==> config.mk <==
export PLATFORM = sky130hd
export DESIGN_NAME = pwms_cell
export DESIGN_NICKNAME = d
export VERILOG_FILES = /design/src/pwms_pkg.sv /design/src/pwms_cell.sv
export SDC_FILE = /design/constraint.sdc
export NUM_CORES = 2
export LEC_CHECK = 0
export BUFFER_PORTS_ARGS = -buffer_cell sky130_fd_sc_hd__buf_4
export CORE_ASPECT_RATIO = 0.9
export CORE_MARGIN = 5
export CORE_UTILIZATION = 55
export CTS_BUF_LIST = sky130_fd_sc_hd__clkbuf_8
export CTS_CLUSTER_DIAMETER = 40
export DETAILED_ROUTE_END_ITERATION = 8
export PLACE_DENSITY = 0.73
export SETUP_SLACK_MARGIN = 0.02
export SYNTH_ARGS = -nofsm -noshare
export SYNTH_HDL_FRONTEND = slang
export SYNTH_SLANG_ARGS = --single-unit
==> constraint.sdc <==
create_clock -name clk -period 8.66 [get_ports clk]
set_clock_uncertainty 0.05 [all_clocks]
set_input_delay 0.866 -clock clk [delete_from_list [all_inputs] [get_ports clk]]
set_output_delay 0.866 -clock clk [all_outputs]
set_load 0.02 [all_outputs]
==> src/pwms_pkg.sv <==
// Package for the 3D position window median select block.
// Holds the point type, pipeline advance controls and the abs-difference helper.
// No dependencies.
package pwms_pkg;

	localparam int DEF_HALF_WIDTH = 2;
	localparam int COORD_W = 24;
	localparam int SQ_W = 2 * COORD_W;
	localparam int DIST_W = SQ_W + 2;

	typedef struct packed {
		logic signed [COORD_W-1:0] x;
		logic signed [COORD_W-1:0] y;
		logic signed [COORD_W-1:0] z;
	} point_t;

	// advance strobes broadcast along the cell row
	typedef struct packed {
		logic shift;
		logic clear;
		logic en_s2;
		logic en_s3;
		logic en_s4;
	} adv_t;

	function automatic logic [COORD_W-1:0] abs_diff(
		input logic signed [COORD_W-1:0] a,
		input logic signed [COORD_W-1:0] b
	);
		logic signed [COORD_W:0] d;
		d = {a[COORD_W-1], a} - {b[COORD_W-1], b};
		return d[COORD_W] ? COORD_W'(-d) : COORD_W'(d);
	endfunction

endpackage

==> src/pwms_cell.sv <==
// One window cell: holds a slot, shifts to its left neighbor, and computes
// the squared distance of its shifted sample to the window centre.
// Depends on pwms_pkg.
module pwms_cell (
	input  logic                               clk,
	input  logic                               arst_n,
	input  pwms_pkg::adv_t                     adv,
	input  pwms_pkg::point_t                   nbr_pt,
	input  pwms_pkg::point_t                   ctr_pt,
	output pwms_pkg::point_t                   slot_pt,
	output pwms_pkg::point_t                   pt_s3,
	output logic [pwms_pkg::DIST_W-1:0]        dist_s3
);

	pwms_pkg::point_t slot_q;
	pwms_pkg::point_t pt_s1;
	pwms_pkg::point_t pt_s2;
	pwms_pkg::point_t pt_s3_r;
	logic [pwms_pkg::COORD_W-1:0] dx_s1, dy_s1, dz_s1;
	logic [pwms_pkg::SQ_W-1:0] sqx_s2, sqy_s2, sqz_s2;
	logic [pwms_pkg::DIST_W-1:0] dist_s3_r;

	always_ff @(posedge clk or negedge arst_n) begin
		if (!arst_n) begin
			slot_q <= '0;
		end else if (adv.shift) begin
			slot_q <= adv.clear ? '0 : nbr_pt;
		end
	end

	always_ff @(posedge clk) begin
		if (adv.shift) begin
			pt_s1 <= nbr_pt;
			dx_s1 <= pwms_pkg::abs_diff(nbr_pt.x, ctr_pt.x);
			dy_s1 <= pwms_pkg::abs_diff(nbr_pt.y, ctr_pt.y);
			dz_s1 <= pwms_pkg::abs_diff(nbr_pt.z, ctr_pt.z);
		end
		if (adv.en_s2) begin
			pt_s2 <= pt_s1;
			sqx_s2 <= {{pwms_pkg::COORD_W{1'b0}}, dx_s1} * {{pwms_pkg::COORD_W{1'b0}}, dx_s1};
			sqy_s2 <= {{pwms_pkg::COORD_W{1'b0}}, dy_s1} * {{pwms_pkg::COORD_W{1'b0}}, dy_s1};
			sqz_s2 <= {{pwms_pkg::COORD_W{1'b0}}, dz_s1} * {{pwms_pkg::COORD_W{1'b0}}, dz_s1};
		end
		if (adv.en_s3) begin
			pt_s3_r <= pt_s2;
			dist_s3_r <= pwms_pkg::DIST_W'(sqx_s2) + pwms_pkg::DIST_W'(sqy_s2)
				+ pwms_pkg::DIST_W'(sqz_s2);
		end
	end

	assign slot_pt = slot_q;
	assign pt_s3 = pt_s3_r;
	assign dist_s3 = dist_s3_r;

endmodule

* Word level (Yosys, flattened, before mapping)
Cells that the tools add are included.
** Storage, ports and cells
- Register bits after elaboration :: 554
- Input bits :: 151
- Output and inout port bits :: 194
- Logic and storage cells :: 34
** Cells by class
- Add/sub/neg operators :: 8
- Multiply operators :: 3
- Muxes and demuxes :: 4
** Operators with widths (number)
- multiplier 24 x 24 -> 48 bit :: 3
- subtractor 24 x 24 -> 25 bit :: 3
- 2-to-1 mux 24 bit :: 3
- 2-to-1 mux 72 bit :: 1
- negation 24 bit :: 3
- adder 49 x 48 -> 50 bit :: 1
- adder 48 x 48 -> 49 bit :: 1

* Longest topological paths before layout
- Depth in word-level cells :: 3
- Mapped depth :: 28
- Gate-level depth less buffers :: 27

* Worst setup path before layout
Ideal clock, no wire load.
- Path type :: flip-flop to flip-flop
- From :: register dy_s1[18] (netlist name)
- To :: register sqy_s2[47] (netlist name), data pin
- Library setup time :: 0.260 ns
- Arrival time :: 7.076 ns
- Data required time :: 8.350 ns
- Path slack :: 1.274 ns
- Cell stages (with the launch flop) :: 27
- Path buffers :: 2
- Clock period less this slack :: 7.386 ns
- Cells stage by stage :: edfxtp_1 clkbuf_1 clkbuf_1 nand2_1 fa_1 inv_1 fa_1 inv_1 fa_1 fa_1 inv_1 fa_1 fa_1 inv_1 fa_1 inv_1 ha_1 a21o_1 a21o_1 a21oi_1 o211ai_1 o41ai_1 o211ai_1 a221o_1 a221o_1 a21oi_1 xnor2_1
** Between the ends
- Longest elaborated chain between the ends :: 1
** RTL lines
- start, declared :: RTL line pwms_cell.sv:19 : logic [pwms_pkg::COORD_W-1:0] dx_s1, dy_s1, dz_s1;
- start signal, assigned :: RTL line pwms_cell.sv:35 : dy_s1 <= pwms_pkg::abs_diff(nbr_pt.y, ctr_pt.y);
- multiplier 24 x 24 -> 48 bit :: RTL line pwms_cell.sv:41 : sqy_s2 <= {{pwms_pkg::COORD_W{1'b0}}, dy_s1} * {{pwms_pkg::COORD_W{1'b0}}, dy_s1};
- end signal, assigned :: RTL line pwms_cell.sv:41
- end, declared :: RTL line pwms_cell.sv:20 : logic [pwms_pkg::SQ_W-1:0] sqx_s2, sqy_s2, sqz_s2;
No other way between the ends.
A chain may end at the register's enable or synchronous reset.

* Worst setup path after layout
- From :: register dz_s1[15] (netlist name)
- To :: register sqz_s2[47] (netlist name), data pin
** Between the ends
- Longest elaborated chain between the ends :: 1
** RTL lines
- start, declared :: RTL line pwms_cell.sv:19
- start signal, assigned :: RTL line pwms_cell.sv:36 : dz_s1 <= pwms_pkg::abs_diff(nbr_pt.z, ctr_pt.z);
- multiplier 24 x 24 -> 48 bit :: RTL line pwms_cell.sv:42 : sqz_s2 <= {{pwms_pkg::COORD_W{1'b0}}, dz_s1} * {{pwms_pkg::COORD_W{1'b0}}, dz_s1};
- end signal, assigned :: RTL line pwms_cell.sv:42
- end, declared :: RTL line pwms_cell.sv:20
No other way between the ends.

==> summary.txt <==
Status - complete, no violations
Max-cap violations - 0
Data required, critical path - 9180 ps
Compound-cell area share of the yosys netlist - 7.42%
Io pins - 345
Synth top area cells - fa_1 (35%), edfxtp_1 (19%), ha_1 (11%)
Multiplexer share of the synthesized area - 0.184%
Clk sinks - 551
Worst-path clk slew - 60 ps
Area growth, synth to finish - 9.68%
Post-synth ARST share - 13.1%
Initial core utilization - 55.4%
CP Launch Point - dz_s1[15]$_DFFE_PP_
Vias in the first global route - 55.4k
Final core utilization - 60.8%
Post-synth top area share - 35.1%
Num CTS Buffers - 104
DRT Pass-1 Iters - 7
Hold_sp - nbr_pt[36]
Post-route ant nets - 0
RSZ-0062 raised after global routing - false
Iteration-0 DRC count of the detailed router - 3,655
Largest area contributor in the netlist - fa_1
Non-Filler Instances - 9,661
CTS max path bufs - 3
Post-synth EDFFs - 479
Die width - 399 um
Seq/Total Area, Yosys - 21.6%
Register bit total from synthesis - 551
Simple-Gate Fraction of Synth Area - 9.96%
Vias per cell - 5.32
Mapped Cells - 7,385
Max Fclk - 122 MHz
Total track usage - 25.6%
Die Area - 144,000 sq um
Routed vias - 51.4k
Slowest CP cell - edfxtp_1
Final setup viols - 0
Crit path kind - reg2reg
Most frequent cell after synthesis - inv_1
Rel. slew slack - 25.5%
RD Place Congestion - 0.920
Die height - 360 um
CTS tree - built
Nets@finish - 9,867
Setup WS pre-CTS - 335 ps
Clock latency on the worst-skew pair - 840 ps
CP Capture Type - flip-flop
Hold WC Path Type - in2reg
H-tree Lvls - 3
Worst EP arrival - 8690 ps
Top delay family on crit path - adder cells
Initial antenna violation count - 7
Final hold vios - 0
Top FF cell, synth - edfxtp_1
Crit path launch type - flip-flop
PnR worst setup slack - 492 ps
Count of different cell masters after synthesis - 98
First-pass GRT wire length - 292 mm
Largest net degree at the start of global routing - 118
Drt total wl - 179 mm
Post-layout min period - 8170 ps
HPWL after DPL - 148 mm
Wire per inst - 18.5 um
Fraction of layout cells with a size suffix above 1 - 8.65%
# DRC - 0
Syn Area/Cell - 10.2 sq um
Crit path buf inv count - 7
Xor/xnor cell area share of the yosys netlist - 3.76%
Yosys Warn Count - 0
Core ar. - 135,000 sq um
Max incr delay on CP - 1070 ps
Synth cell count leaders - inv_1 (1,990), fa_1 (1,316), ha_1 (651), nand2_1 (579), edfxtp_1 (479)
Worst-Margin Slew - 1120 ps
Main combinational cell family by area after synthesis - adder cells
Setup_tns - 0 ps
PortBufs - 343
Root Driver - clkbuf_8
Post-synthesis adder-cell area fraction - 46.0%
Placed Cells - 9,459
Netlist Area Pre-Place - 75,000 sq um
Max-slew violations - 0
Critical Path Fanout Max - 21
Final worst-path cycle share - 94.3%
Std cell rows - 128
GRT overflow - 0
R2r startpoint - dz_s1[15]$_DFFE_PP_
per-stage QoR:
stage	instance area (sq um)	hold WS [ps]
detailed placement	79900	355
global placement	79900	350
global route	82200	123
CTS	82200	105
finish	82200	182
floorplan	75000	350
path summary, 6_finish.rpt:
path / to / slack, ps / depth (start not counted)
max in group asynchronous: slot_pt[62]$_DFFE_PN0P_ / 7070 / 3
min in group asynchronous: slot_pt[26]$_DFFE_PN0P_ / 430 / 2
min: pt_s1[36]$_DFFE_PP_ / 180 / 1
min reg2reg: pt_s2[33]$_DFFE_PP_ / 330 / 0
max: sqz_s2[47]$_DFFE_PP_ / 490 / 26
max reg2reg: sqz_s2[47]$_DFFE_PP_ / 490 / 26
registers in the layout, summed over array words and instances, names as in the netlist:
register  count
dz_s1        24
sqy_s2       47
slot_pt      72
dx_s1        24
pt_s2        72
pt_s3        72
dist_s3      50
sqx_s2       47
pt_s1        72
dy_s1        24
sqz_s2       47
cells by family after synthesis:
logic type	after synthesis
flip-flops	551
AND/OR/NAND/NOR	1489
multiplexers	13
adder cells (fa/ha/maj)	1967
AO/OA/AOI/OAI	850
XOR/XNOR	321
other	1
buffers and inverters	2193
worst reg2reg max path: stages, from the launching register on:
cell       delay, ps
edfxtp_1        1070
nand2_1          220
fa_1             540
inv_1             50
fa_1             530
inv_1             60
fa_1             530
inv_1             60
fa_1             520
inv_1             60
fa_1             540
inv_1             60
fa_1             470
inv_1             50
fa_1             470
inv_1             40
ha_1             340
a21oi_1          220
o21bai_1          90
a221oi_1         290
o21ai_1          270
a2111oi_0        440
nor2_1           200
a211oi_1         330
o41ai_1          140
a21oi_1          190
xnor2_1          100
repair_timing:
action,CTS,global route
hold endpoints to repair,25,0
buffers inserted,0,3
endpoints found under the setup margin,0,1
hold buffers,1,0
resized for setup,0,1
layout by cell type, fill, tap and decap left out, types with 43 or more instances in the layout:
cell type and n:
xnor2_1 217, clkbuf_8 117, and2_1 351, o21ai_0 189, xor2_1 103, edfxtp_1 479
nand3_1 45, nor2b_1 43, a21oi_1 223, buf_4 451, dfrtp_1 72, nand2_1 579
fa_1 1316, nand3b_1 76, inv_1 2014, ha_1 651, a21o_1 136, nor2_1 202
nor3_1 44
layout make-up:
class | instances | area, sq um
fill | 11200 | 53100
multi-input combinational | 4643 | 50500
sequential | 551 | 16200
inverter | 1991 | 7470
timing repair buffer | 458 | 3500
tap | 1820 | 2280
clock buffer | 117 | 1610
clock inverter | 77 | 677
antenna | 4 | 10.0
metal layers:
| layer | routed length (um) | GRT usage, % |
|---|---|---|
| met1 | 76200 | 36.1 |
| met2 | 83000 | 40.9 |
| met3 | 14300 | 5.34 |
| met4 | 5040 | 6.78 |
| met5 | 0 | 0 |
Power is not shown: default switching activity piles up to over one toggle a cycle in this logic, so the estimate is an artifact.
