`config.mk`:
```
export PLATFORM = sky130hd
export DESIGN_NAME = pwms_rank
export DESIGN_NICKNAME = d
export VERILOG_FILES = /design/src/pwms_pkg.sv /design/src/pwms_rank.sv
export SDC_FILE = /design/constraint.sdc
export NUM_CORES = 1
export LEC_CHECK = 0
export ABC_CLOCK_PERIOD_IN_PS = 4200
export BUFFER_PORTS_ARGS = -buffer_cell sky130_fd_sc_hd__clkbuf_2
export CAP_MARGIN = 20
export CORE_AREA = 5 5 380 382
export DETAILED_ROUTE_END_ITERATION = 10
export DIE_AREA = 0 0 385 387
export PLACE_DENSITY = 0.37
export SLEW_MARGIN = 25
export SYNTH_ARGS = -nofsm -noshare
export SYNTH_HDL_FRONTEND = slang
export SYNTH_SLANG_ARGS = --single-unit
```
`constraint.sdc`:
```
create_clock -name clk -period 4.2 [get_ports clk]
set_clock_uncertainty 0.2 [all_clocks]
set_input_delay 0.63 -clock clk [delete_from_list [all_inputs] [get_ports clk]]
set_output_delay 0.63 -clock clk [all_outputs]
set_load 0.02 [all_outputs]
```
`src/pwms_pkg.sv`:
```
// Package for the 3D position window median select block.
// Holds the point type, pipeline advance controls and the abs-difference helper.
// No dependencies.
package pwms_pkg;

	localparam int DEF_HALF_WIDTH = 2;
	localparam int COORD_W = 24;
	localparam int SQ_W = 2 * COORD_W;
	localparam int DIST_W = SQ_W + 2;

	typedef struct packed {
		logic signed [COORD_W-1:0] x;
		logic signed [COORD_W-1:0] y;
		logic signed [COORD_W-1:0] z;
	} point_t;

	// advance strobes broadcast along the cell row
	typedef struct packed {
		logic shift;
		logic clear;
		logic en_s2;
		logic en_s3;
		logic en_s4;
	} adv_t;

	function automatic logic [COORD_W-1:0] abs_diff(
		input logic signed [COORD_W-1:0] a,
		input logic signed [COORD_W-1:0] b
	);
		logic signed [COORD_W:0] d;
		d = {a[COORD_W-1], a} - {b[COORD_W-1], b};
		return d[COORD_W] ? COORD_W'(-d) : COORD_W'(d);
	endfunction

endpackage

```
`src/pwms_rank.sv`:
```
// Ranking stage: ranks all window distances (ties to the older slot) and
// registers the slot of the median rank together with the window snapshot.
// Depends on pwms_pkg.
module pwms_rank #(
	parameter int HALF_WIDTH = pwms_pkg::DEF_HALF_WIDTH,
	localparam int WIN_LEN = 2 * HALF_WIDTH + 1,
	localparam int IDX_W = $clog2(WIN_LEN)
) (
	input  logic                          clk,
	input  pwms_pkg::adv_t                adv,
	input  pwms_pkg::point_t              pt_s3 [WIN_LEN],
	input  logic [pwms_pkg::DIST_W-1:0]   dist_s3 [WIN_LEN],
	output pwms_pkg::point_t              pt_s4 [WIN_LEN],
	output logic [IDX_W-1:0]              med_idx_s4
);

	logic [IDX_W-1:0] rank [WIN_LEN];
	logic [IDX_W-1:0] med_idx;
	pwms_pkg::point_t pt_s4_r [WIN_LEN];
	logic [IDX_W-1:0] med_idx_r;

	always_comb begin
		for (int i = 0; i < WIN_LEN; i++) begin
			rank[i] = '0;
			for (int j = 0; j < WIN_LEN; j++) begin
				if (dist_s3[j] < dist_s3[i] || (dist_s3[j] == dist_s3[i] && j < i)) begin
					rank[i] = rank[i] + IDX_W'(1);
				end
			end
		end
		// ranks form a permutation, so exactly one slot matches
		med_idx = IDX_W'(HALF_WIDTH);
		for (int i = 0; i < WIN_LEN; i++) begin
			if (rank[i] == IDX_W'(HALF_WIDTH)) begin
				med_idx = IDX_W'(i);
			end
		end
	end

	always_ff @(posedge clk) begin
		if (adv.en_s4) begin
			pt_s4_r <= pt_s3;
			med_idx_r <= med_idx;
		end
	end

	assign pt_s4 = pt_s4_r;
	assign med_idx_s4 = med_idx_r;

endmodule

```
Word level (Yosys, flattened, before mapping)
Index checks and enable logic that the tools add are counted.
{ "totals": {"word_cells": 115, "output_inout_bits": 363, "inputBits": 616, "ff_bits": 363} }
{ "classes": {"muxes": 29, "n_reduce_logical": 10, "n_addsub": 20, "order_cmp": 25, "n_eq_ne": 15} }
{ "ops": {"columns": ["operator", "n"], "rows": [
  ["50-bit less-than comparator", 25],
  ["50-bit equality test", 10],
  ["3-bit 2-to-1 mux", 20],
  ["3-bit by 1-bit adder with 3-bit output (second input constant)", 15],
  ["3-bit by 2-bit equality test with 1-bit output (second input constant)", 5],
  ["1-bit by 1-bit adder with 2-bit output (second input constant)", 5],
  ["1-bit logical OR", 10],
  ["2-bit 2-to-1 mux", 4],
  ["1-bit 2-to-1 mux", 5]
]} }

Depth between registers and ports, before layout
Gate-level depths: netlist (run 1).
{ "depth": {"word_depth": 15, "mapped_depth": 17, "ltp_nobuf": 17} }

Least setup slack after synthesis (run 1)
OpenSTA, ideal clock, no wires.
{ "synth_path": {"kind": "input port to flip-flop", "startpoint": "in dist_s3[132] in the netlist's numbering", "endpoint": "reg med_idx_r[0], in the netlist med_idx_s4[0], data pin", "path_buffers": 0, "setup_ns": 0.146, "setup_slack_ns": -0.166, "required_time_ns": 3.854, "path_stages": 16, "t_arrival_ns": 4.020, "path_cell_list": "inv_1 -> ha_1 -> nand4_1 -> nor4_1 -> a22oi_1 -> o211ai_1 -> a31oi_1 -> a211oi_1 -> inv_1 -> ha_1 -> and2b_2 -> or2_2 -> ha_1 -> o2111a_1 -> or3_1 -> a21oi_1"} }
{ "synth_via": {"elab_chain_len": 14, "elab_cells_between_ends": 47, "classes_between": "add/sub (10); order compare (8); eq/ne (8); mux (17); reduce/logical (4)"} }
{ "synth_lines": {"columns": ["item", "line", "text"], "rows": [
  ["start: declaration", "pwms_rank.sv:12", "input logic [pwms_pkg::DIST_W-1:0] dist_s3 [WIN_LEN],"],
  ["50-bit less-than comparator or 50-bit equality test (tied branches)", "pwms_rank.sv:26", "if (dist_s3[j] < dist_s3[i] || (dist_s3[j] == dist_s3[i] && j < i)) begin"],
  ["1-bit logical OR", "pwms_rank.sv:26", null],
  ["1-bit 2-to-1 mux", "pwms_rank.sv:26", null],
  ["1-bit by 1-bit adder with 2-bit output", "pwms_rank.sv:27", "rank[i] = rank[i] + IDX_W'(1);"],
  ["3-bit 2-to-1 mux", "pwms_rank.sv:26", null],
  ["3-bit by 1-bit adder with 3-bit output", "pwms_rank.sv:27", null],
  ["3-bit 2-to-1 mux", "pwms_rank.sv:26", null],
  ["3-bit by 1-bit adder with 3-bit output", "pwms_rank.sv:27", null],
  ["3-bit 2-to-1 mux", "pwms_rank.sv:26", null],
  ["3-bit by 1-bit adder with 3-bit output", "pwms_rank.sv:27", null],
  ["3-bit 2-to-1 mux", "pwms_rank.sv:26", null],
  ["3-bit by 2-bit equality test with 1-bit output", "pwms_rank.sv:34", "if (rank[i] == IDX_W'(HALF_WIDTH)) begin"],
  ["2-bit 2-to-1 mux (2 in series)", "pwms_rank.sv:34", null],
  ["end signal: assignment", "pwms_rank.sv:43", "med_idx_r <= med_idx;"],
  ["end: declaration", "pwms_rank.sv:20", "logic [IDX_W-1:0] med_idx_r;"]
]} }
Several ways; a longest one is shown, not always the timed one.
A chain may end at the register's enable or synchronous reset.

Worst setup path in the final report (run 1)
{ "layout_path": {"startpoint": "in dist_s3[183] in the netlist's numbering", "endpoint": "reg med_idx_r[1], in the netlist med_idx_s4[1], data pin"} }
{ "layout_via": {"elab_chain_len": 15, "elab_cells_between_ends": 63, "classes_between": "add/sub (16); order compare (9); eq/ne (9); mux (25); reduce/logical (4)"} }
{ "layout_lines": {"columns": ["item", "line"], "rows": [
  ["50-bit less-than comparator or 50-bit equality test (tied branches)", "pwms_rank.sv:26"],
  ["1-bit logical OR", "pwms_rank.sv:26"],
  ["1-bit 2-to-1 mux", "pwms_rank.sv:26"],
  ["1-bit by 1-bit adder with 2-bit output", "pwms_rank.sv:27"],
  ["3-bit 2-to-1 mux", "pwms_rank.sv:26"],
  ["3-bit by 1-bit adder with 3-bit output", "pwms_rank.sv:27"],
  ["3-bit 2-to-1 mux", "pwms_rank.sv:26"],
  ["3-bit by 1-bit adder with 3-bit output", "pwms_rank.sv:27"],
  ["3-bit 2-to-1 mux", "pwms_rank.sv:26"],
  ["3-bit by 1-bit adder with 3-bit output", "pwms_rank.sv:27"],
  ["3-bit 2-to-1 mux", "pwms_rank.sv:26"],
  ["3-bit by 2-bit equality test with 1-bit output", "pwms_rank.sv:34"],
  ["2-bit 2-to-1 mux (3 in series)", "pwms_rank.sv:34"]
]} }
Several ways; a longest one is shown, not always the timed one.

==> flow_metrics.env, run 1 <==
export IMPL_critPathLaunchType="primary input"
export IMPL_antenna_found_initial=68
export IMPL_clock_sinks=363
export IMPL_min_delay_start="pt_s3[29]"
export IMPL_yosysUniqueCellTypes=65
export IMPL_hold_end="pt_s4[29]"
export IMPL_max_freq_mhz=247
export IMPL_die_h_um=387
export IMPL_slew_violations=0
export IMPL_worstPathRequired_ps=4360
export IMPL_clkTransAtPathRegs_ps=60
export IMPL_grt_pass1_wl_um=210000
export IMPL_outcome="finished clean"
export IMPL_setup_slack_ps=148
export IMPL_cts_buffer_depth=3
export IMPL_drt_first_pass_iters=5
export IMPL_cts_tree="done"
export IMPL_via_per_inst=4.09
export IMPL_cts_root_buf="clkbuf_16"
export IMPL_dp_hpwl_um=143000
export IMPL_first_iter_violations=1375
export IMPL_track_usage_pct=20.8
export IMPL_max_slew_margin_pct=45.2
export IMPL_vias=23600
export IMPL_syn_inst=1937
export IMPL_holdPathStages=1
export IMPL_remaining_drc_errors=0
export IMPL_route_antenna_remaining_nets=0
export IMPL_netlist_area_um2=23000
export IMPL_arrival_ps=4220
export IMPL_setup_viol=0
export IMPL_dpl_cell_area_um2=34400
export IMPL_synth_nets=3066
export IMPL_max_cap_viol_count=0
export IMPL_dp_slack_ps=-910
export IMPL_htree_levels=2
export IMPL_synth_yosys_seq_area_share_pct=47.4
export IMPL_ys_async_sr_fraction_pct=0
export IMPL_synth_flop_cell="edfxtp_1"
export IMPL_cp_end_kind="flop"
export IMPL_place_congestion=0.956
export IMPL_areaGrowthSynthToFinish_pct=70.8
export IMPL_rows=138
export IMPL_core_area_um2=141000
export IMPL_ys_seq_elements=363
export IMPL_finalInstanceArea_um2=39300
export IMPL_p_leak_nw=19.0
export IMPL_ys_warn_count=0
export IMPL_numCtsBuffers=47
export IMPL_grt_pass1_vias=24100
export IMPL_die_area_um2=149000
export IMPL_ir_worst_vdd_mv=0.264
export IMPL_worstHoldPathType="in2reg"
export IMPL_ios=979
export IMPL_port_buffers=974
export IMPL_period_share_pct=96.5
export IMPL_critical_path_max_fanout=3
export IMPL_grt_max_degree=86
export IMPL_syn_area_per_cell_um2=11.9
export IMPL_finalHoldViolations=0
export IMPL_synth_edf_count=363
export IMPL_critical_path_class="in2reg"
export IMPL_holdWs_ps=33.0
export IMPL_fin_crit_ps=4050
export IMPL_instances_no_fill=5770
export IMPL_worst_pin_slew_ps=822
export IMPL_num_nets_final=4928
export IMPL_avgRoutedWirePerCell_um=28.1
export IMPL_layout_drive_gt1_share_pct=42.4
export IMPL_finalWirelength_um=162000
export IMPL_fin_util_pct=27.9
export IMPL_numPlacedInstances=5336
export IMPL_grt_overflow=0
export IMPL_die_x_um=385
export IMPL_p_per_area_nw_per_um2=314
export IMPL_initial_core_util_pct=16.3
-- timing repair --
item,CTS,global route
cloned,0,0
resized for setup,3,37
setup endpoints to repair,2,3
endpoints found under the hold margin,302,1
pin swaps,0,17
hold buffers,302,1
buffers inserted,0,1
-- area by class of cell --
class                      count  area [um2]
antenna                       44         110
clock buffer                  54        1200
clock inverter                32         324
fill                       14900      101000
inverter                     233         875
multi-input combinational   1338       11400
sequential                   363       10900
tap                         1890        2360
timing repair buffer        1816       12100
-- report_power, final --
group	leakage [nW]	switching, W	internal [W]
sequential	3.55	0.000262	0.00433
combinational	14.8	0.00207	0.00156
clock	0.733	0.00177	0.00232
-- state kept, by name, indices dropped and copies added, names as in the netlist --
signal and flops:
pt_s4 360, med_idx_s4 3
-- stage by stage --
step                      power, W  TNS (ps)
after floorplan            0.00585         0
after global placement     0.00797     -2220
after detailed placement   0.00797     -2290
after CTS                   0.0125         0
after global routing        0.0129     -6.11
final                       0.0123         0
-- synth_stat cells, types with 3 or more instances --
library cell | count | area, um2
a2111oi_0 | 5 | 43.8
a211oi_1 | 27 | 203
a21boi_0 | 3 | 22.5
a21o_1 | 54 | 405
a21oi_1 | 177 | 886
a221oi_1 | 17 | 149
a22oi_1 | 8 | 60.1
a31oi_1 | 5 | 31.3
and2_1 | 4 | 25.0
and4_1 | 18 | 158
edfxtp_1 | 363 | 10900
ha_1 | 513 | 6420
inv_1 | 232 | 871
nand2_1 | 106 | 398
nand2b_1 | 7 | 43.8
nand3_1 | 45 | 225
nand4_1 | 98 | 613
nor2_1 | 50 | 188
nor2b_1 | 4 | 25.0
nor3_1 | 17 | 85.1
nor4_1 | 21 | 131
nor4b_1 | 7 | 61.3
o211ai_1 | 15 | 113
o21a_1 | 8 | 60.1
o21ai_0 | 66 | 330
o22ai_1 | 3 | 18.8
o31ai_1 | 5 | 37.5
or2_2 | 7 | 43.8
xnor2_1 | 4 | 35.0
-- cell usage in the layout (no fill, tap or decap), types with 47 or more instances in the layout --
cell type / n
nand2_1: 106
edfxtp_1: 363
a21oi_1: 176
nand4_1: 98
clkbuf_16: 47
o21ai_0: 62
nor2_1: 49
a21o_1: 54
ha_1: 512
inv_1: 231
clkbuf_2: 973
dlygate4sd3_1: 303
buf_4: 531
-- worst max-delay path, cell delays in order --
cell	delay, ps
clkbuf_2	120
buf_4	150
ha_1	300
nand4_1	240
buf_4	240
nor3_1	200
buf_4	180
nand2_1	90
a211oi_1	320
nor4_2	60
or2_1	250
ha_1	320
xnor2_1	140
ha_1	300
nand2b_1	70
buf_4	130
nor3b_1	200
o31a_1	210
a31oi_1	60
-- worst max path at each step --
stage,start,end
finish,dist_s3[183],med_idx_s4[1]
global route,dist_s3[125],med_idx_s4[0]
CTS,dist_s3[137],med_idx_s4[0]
detailed placement,dist_s3[137],med_idx_s4[0]
global placement,dist_s3[145],med_idx_s4[0]
floorplan,dist_s3[132],med_idx_s4[0]
-- cell families (layout without fill, tap and decap cells) --
group                    after synthesis  count (layout)  share of synthesized area [%]
AND/OR/NAND/NOR                      402             402                           9.32
flip-flops                           363             363                           47.4
buffers and inverters                236            2135                           3.86
other                                  0              44                              0
multiplexers                           2               2                         0.0871
adder cells (fa/ha/maj)              513             513                           27.9
XOR/XNOR                               4               4                          0.152
AO/OA/AOI/OAI                        417             417                           11.3
-- per-layer routing --
layer,share of wire (%),vias up,global-route usage (%),wire [um]
met5,0.097,-,0,157
met4,5.3,24,9.08,8500
met3,7.6,200,6.23,12300
met2,47,865,35.0,75700
met1,40,11300,24.5,65200
li1,-,11300,-,-
(Power assumes the default switching activity.)
==> run 2: changes to the inputs <==
ABC_CLOCK_PERIOD_IN_PS = 4800   (was 4200)
PLACE_DENSITY = 0.36   (was 0.37)
clock period = 4.8 ns   (was 4.2 ns; I/O delays follow)
==> run 2 against run 1 <==
Compared with the run above: wire length down 9.2%; largest power group unchanged; total power shrank 15%; combinational power shrank 23%; setup slack better by 320 ps; global-route usage decreased by 2.0 points; first-iteration DRC count fell by 21%; via count fell by 7.9%; clock power fell by 8.6%; final cell count decreased by 7.4%; die area unchanged; non-clock buffer count fell by 415; sequential power shrank 15%.
==> flow_metrics.env, run 2 (synthesis results as in run 1) <==
export IMPL_combPwrFrac_pct=27.0
export IMPL_numCtsBuffers=51
export IMPL_avgRoutedWirePerCell_um=27.5
export IMPL_worstHoldPathType="in2reg"
export IMPL_internal_power_w=0.00698
export IMPL_clkTransAtPathRegs_ps=60
export IMPL_first_iter_violations=1088
export IMPL_p_seq_share_pct=37.2
export IMPL_initial_core_util_pct=16.3
export IMPL_cts_root_buf="clkbuf_16"
export IMPL_critPathLaunchType="primary input"
export IMPL_finalWirelength_um=147000
export IMPL_worstPathRequired_ps=5090
export IMPL_path_cells="clkbuf_2, inv_1, ha_1, nand4_1, a211oi_1, a2111oi_0, buf_4, o31ai_1, a31oi_1, buf_4, a211o_1, inv_1, ha_1, xnor2_1, ha_1, inv_1, o41ai_1, o32ai_1, or3_1, a21oi_1"
export IMPL_place_congestion=0.855
export IMPL_path_buf_inv=6
export IMPL_power_switching_w=0.00346
export IMPL_critical_path_class="in2reg"
export IMPL_dp_hpwl_um=130000
export IMPL_clock_sinks=363
export IMPL_max_cap_viol_count=0
export IMPL_cp_end_kind="flop"
export IMPL_max_freq_mhz=231
export IMPL_worst_pin_slew_ps=835
export IMPL_period_share_pct=90.2
export IMPL_cts_buffer_depth=3
export IMPL_outcome="finished clean"
export IMPL_postCtsSetupBuffers=0
export IMPL_via_per_inst=4.07
export IMPL_cts_tree="done"
export IMPL_p_leak_nw=17.1
export IMPL_fin_crit_ps=4330
export IMPL_numPlacedInstances=5095
export IMPL_fill_cells=15200
export IMPL_fin_util_pct=25.2
export IMPL_grt_setup_unrepaired="false"
export IMPL_ios=979
export IMPL_crit_family="compound AO/OA/AOI/OAI gates"
export IMPL_power_total_w=0.0104
export IMPL_die_x_um=385
export IMPL_grt_max_degree=98
export IMPL_pwr_share_clk_pct=35.8
export IMPL_instances_no_fill=5344
export IMPL_setup_tns_ps=0
export IMPL_layout_drive_gt1_share_pct=39.7
export IMPL_track_usage_pct=18.8
export IMPL_core_area_um2=141000
export IMPL_antenna_found_initial=60
export IMPL_port_buffers=974
export IMPL_vias=21700
export IMPL_num_nets_final=4517
export IMPL_critical_path_max_fanout=3
export IMPL_largest_register_ffs=360
export IMPL_final_common_cell="clkbuf_2"
export IMPL_cp_slowest_cell="o31ai_1"
export IMPL_rows=138
export IMPL_remaining_drc_errors=0
export IMPL_finalHoldViolations=0
export IMPL_grt_pass1_vias=22100
export IMPL_grt_pass1_wl_um=191000
export IMPL_route_antenna_remaining_nets=0
export IMPL_setup_viol=0
export IMPL_die_area_um2=149000
export IMPL_final_cell_mix="973 x clkbuf_2, 513 x ha_1, 363 x edfxtp_1"
export IMPL_swShare_pct=33.1
export IMPL_slew_violations=0
export IMPL_p_per_area_nw_per_um2=294
export IMPL_areaGrowthSynthToFinish_pct=54.3
export IMPL_drt_first_pass_iters=5
export IMPL_htree_levels=2
export IMPL_grt_overflow=0
export IMPL_holdWs_ps=75.1
export IMPL_cpPeakStageDelay_ps=370
export IMPL_max_slew_margin_pct=44.3
export IMPL_ir_worst_vdd_mv=0.312
export IMPL_die_h_um=387
export IMPL_arrival_ps=4620
run 2: per-stage QoR:
| step | area [um2] | setup slack (ps) |
|---|---|---|
| final | 35500 | 470 |
| after global routing | 35400 | 224 |
| after CTS | 35400 | 522 |
| after detailed placement | 32500 | -187 |
| after global placement | 32500 | -175 |
| after floorplan | 23000 | 344 |
run 2: power groups by stage:
stage / logic (W) / clock network [W] / registers (W)
floorplan: 0.000861 / 0 / 0.00425
global placement: 0.00276 / 0 / 0.00395
detailed placement: 0.00276 / 0 / 0.00394
CTS: 0.00289 / 0.00391 / 0.00389
global route: 0.00308 / 0.00404 / 0.00390
finish: 0.00281 / 0.00374 / 0.00388
run 2: worst paths after layout:
kind / start / endpoint / cells past startpoint
min: pt_s3[67] / pt_s4[67] / 1
max: dist_s3[155] / med_idx_s4[0] / 20
run 2: layout make-up:
class                           count  area [um2]  share of cell area, %
Multi-Input combinational cell   1338       11200                   31.6
Sequential cell                   363       10900                   30.7
Timing Repair Buffer             1401        8470                   23.9
Tap cell                         1890        2360                   6.67
Clock buffer                       61        1340                   3.76
Inverter                          233         875                   2.47
Clock inverter                     32         270                  0.762
Antenna cell                       26        65.1                  0.183
run 2: per-layer routing:
layer  track usage (%)  wire length, um  vias to the layer above  part of all wire (%)
met5                 0              228                        -                  0.16
met4              3.16             3210                       34                   2.2
met3              4.87            10100                      152                   6.9
met2              36.9            79400                      749                    54
met1              20.3            54200                    10400                    37
li1                  -                -                    10400                     -
run 2: what timing repair did:
action                                 in CTS  in global routing
endpoints found under the hold margin     130                  0
hold buffers                              130                  0
setup endpoints to repair                   0                  0
resized for setup                           0                  0
==> run 3: changes to the inputs <==
ABC_AREA = 1   (was unset)
PLACE_DENSITY = 0.37   (was 0.36)
==> run 3 against run 2 <==
Compared with the run above: maximum frequency is 17% higher; sequential cell count unchanged; hold slack lost 2.8 ps; global-route usage is 3.7 points higher; wire length increased by 18%; sequential share of layout area up 1.0 points; clock power is 3% higher; via count is 5.5% higher; critical path type unchanged.
==> flow_metrics.env, run 3 <==
export IMPL_die_h_um=387
export IMPL_worst_pin_slew_ps=819
export IMPL_numCtsBuffers=51
export IMPL_route_antenna_remaining_nets=0
export IMPL_final_common_cell="clkbuf_2"
export IMPL_synth_area_leaders="edfxtp_1 45%, ha_1 26%, nand2_1 8.8%"
export IMPL_cts_resized_gates=0
export IMPL_die_x_um=385
export IMPL_grt_setup_unrepaired="false"
export IMPL_cts_buffer_depth=3
export IMPL_worstHoldPathType="in2reg"
export IMPL_dp_hpwl_um=155000
export IMPL_dp_slack_ps=467
export IMPL_layout_drive_gt1_share_pct=30.7
export IMPL_synth_edf_count=363
export IMPL_setup_slack_ps=1110
export IMPL_clkTransAtPathRegs_ps=60
export IMPL_ir_worst_vdd_mv=0.244
export IMPL_avgRoutedWirePerCell_um=31.2
export IMPL_cts_root_buf="clkbuf_16"
export IMPL_setup_tns_ps=0
export IMPL_cts_tree="done"
export IMPL_via_per_inst=4.11
export IMPL_critical_path_class="in2reg"
export IMPL_drt_first_pass_iters=5
export IMPL_areaGrowthSynthToFinish_pct=41.1
export IMPL_cp_end_kind="flop"
export IMPL_synth_nets=3607
export IMPL_yosysUniqueCellTypes=43
export IMPL_fin_util_pct=24.4
export IMPL_fin_crit_ps=3690
export IMPL_critPathLaunchType="primary input"
export IMPL_finalHoldViolations=0
export IMPL_grt_overflow=0
export IMPL_vias=22900
export IMPL_netlist_area_um2=24300
export IMPL_clock_sinks=363
export IMPL_antenna_found_initial=132
export IMPL_ys_seq_elements=363
export IMPL_initial_core_util_pct=17.3
export IMPL_num_nets_final=4735
export IMPL_max_slew_margin_pct=45.4
export IMPL_max_cap_viol_count=0
export IMPL_place_congestion=1.07
export IMPL_largest_register_ffs=360
export IMPL_first_iter_violations=1349
export IMPL_syn_area_per_cell_um2=9.82
export IMPL_power_total_w=0.0104
export IMPL_final_cell_mix="973 x clkbuf_2, 574 x nand2_1, 513 x ha_1"
export IMPL_grt_pass1_wl_um=222000
export IMPL_grt_max_degree=81
export IMPL_p_per_area_nw_per_um2=304
export IMPL_track_usage_pct=22.6
export IMPL_rows=138
export IMPL_synthTopCellsByCount="574 x nand2_1, 513 x ha_1, 373 x inv_1"
export IMPL_ios=979
export IMPL_synth_most_common_cell="nand2_1"
export IMPL_outcome="finished clean"
export IMPL_max_freq_mhz=271
export IMPL_arrival_ps=3820
export IMPL_core_area_um2=141000
export IMPL_synth_flop_cell="edfxtp_1"
export IMPL_grt_pass1_vias=22600
export IMPL_htree_levels=2
export IMPL_yosys_area_top_type_share_pct=44.8
export IMPL_ys_warn_count=0
export IMPL_critical_path_max_fanout=4
export IMPL_remaining_drc_errors=0
export IMPL_p_leak_nw=17.4
export IMPL_setup_viol=0
export IMPL_holdWs_ps=72.3
export IMPL_finalWirelength_um=174000
export IMPL_syn_inst=2478
export IMPL_period_share_pct=77.0
export IMPL_worstPathRequired_ps=4930
export IMPL_synth_top_cell_by_area="edfxtp_1"
export IMPL_synth_yosys_seq_area_share_pct=44.8
export IMPL_die_area_um2=149000
export IMPL_port_buffers=974
export IMPL_ys_async_sr_fraction_pct=0
export IMPL_slew_violations=0
## run 3: area by class of cell
cell class	count	area, um2
fillers	15500	106000
well taps	1890	2360
repair buffers	1075	5890
flip-flops and latches	363	10900
clock buffers	62	1340
inverters	380	1430
diodes	39	97.6
clock inverters	33	318
multi-input cells	1735	12000
## run 3: per-layer routing
layer	part of all wire, %	global-route usage, %
met5	0.19	0
met4	2.5	6.11
met3	7.4	6.38
met2	49	38.7
met1	41	27.7
## run 3: per-stage QoR
stage,instance area (um2),cells
global placement,31800,5358
floorplan,24300,2478
detailed placement,31800,5358
global route,34300,5560
finish,34400,5577
CTS,34300,5538
## run 3: worst paths after layout
path               startpoint             to  slack [ps]  cells after the start
hold / removal     pt_s3[357]     pt_s4[357]          70                      1
setup / recovery  dist_s3[33]  med_idx_s4[0]        1110                     18
## run 3: power by group
part / internal (W) / total (W) / leakage (nW) / switching, W
logic: 0.000858 / 0.00263 / 13.0 / 0.00177
registers: 0.00379 / 0.00398 / 3.55 / 0.000188
clock network: 0.00221 / 0.00384 / 0.805 / 0.00163
total: 0.00686 / 0.0104 / 17.4 / 0.00358
## run 3: cells by family (layout without fill, tap and decap cells)
group / after synthesis / after routing / share of synthesized area, %
and+or+nand+nor: 920 / 920 / 16.2
adders and majority gates: 513 / 513 / 26.4
buffers and inverters: 380 / 1550 / 5.86
DFF: 363 / 363 / 44.8
AOI/OAI and AO/OA: 298 / 298 / 6.63
xor gates and xnor gates: 4 / 4 / 0.175
other: 0 / 39 / 0
## run 3: timing repair
action / 4_1_cts / 5_1_grt
buffers inserted: 0 / 0
endpoints found under the hold margin: 85 / 0
hold buffers: 85 / 0
## run 3: worst max-delay path: stages
cell and delay (ps):
clkbuf_2 80, inv_1 90, ha_1 310, nand2_1 50, inv_1 60, nand3_1 90
nor2_1 320, nand4_1 330, nor2_1 210, nand2_1 80, nand3_1 100, nand2_1 100
ha_1 380, xor2_2 200, ha_1 280, nand3_1 90, a21oi_1 250, a21oi_1 80
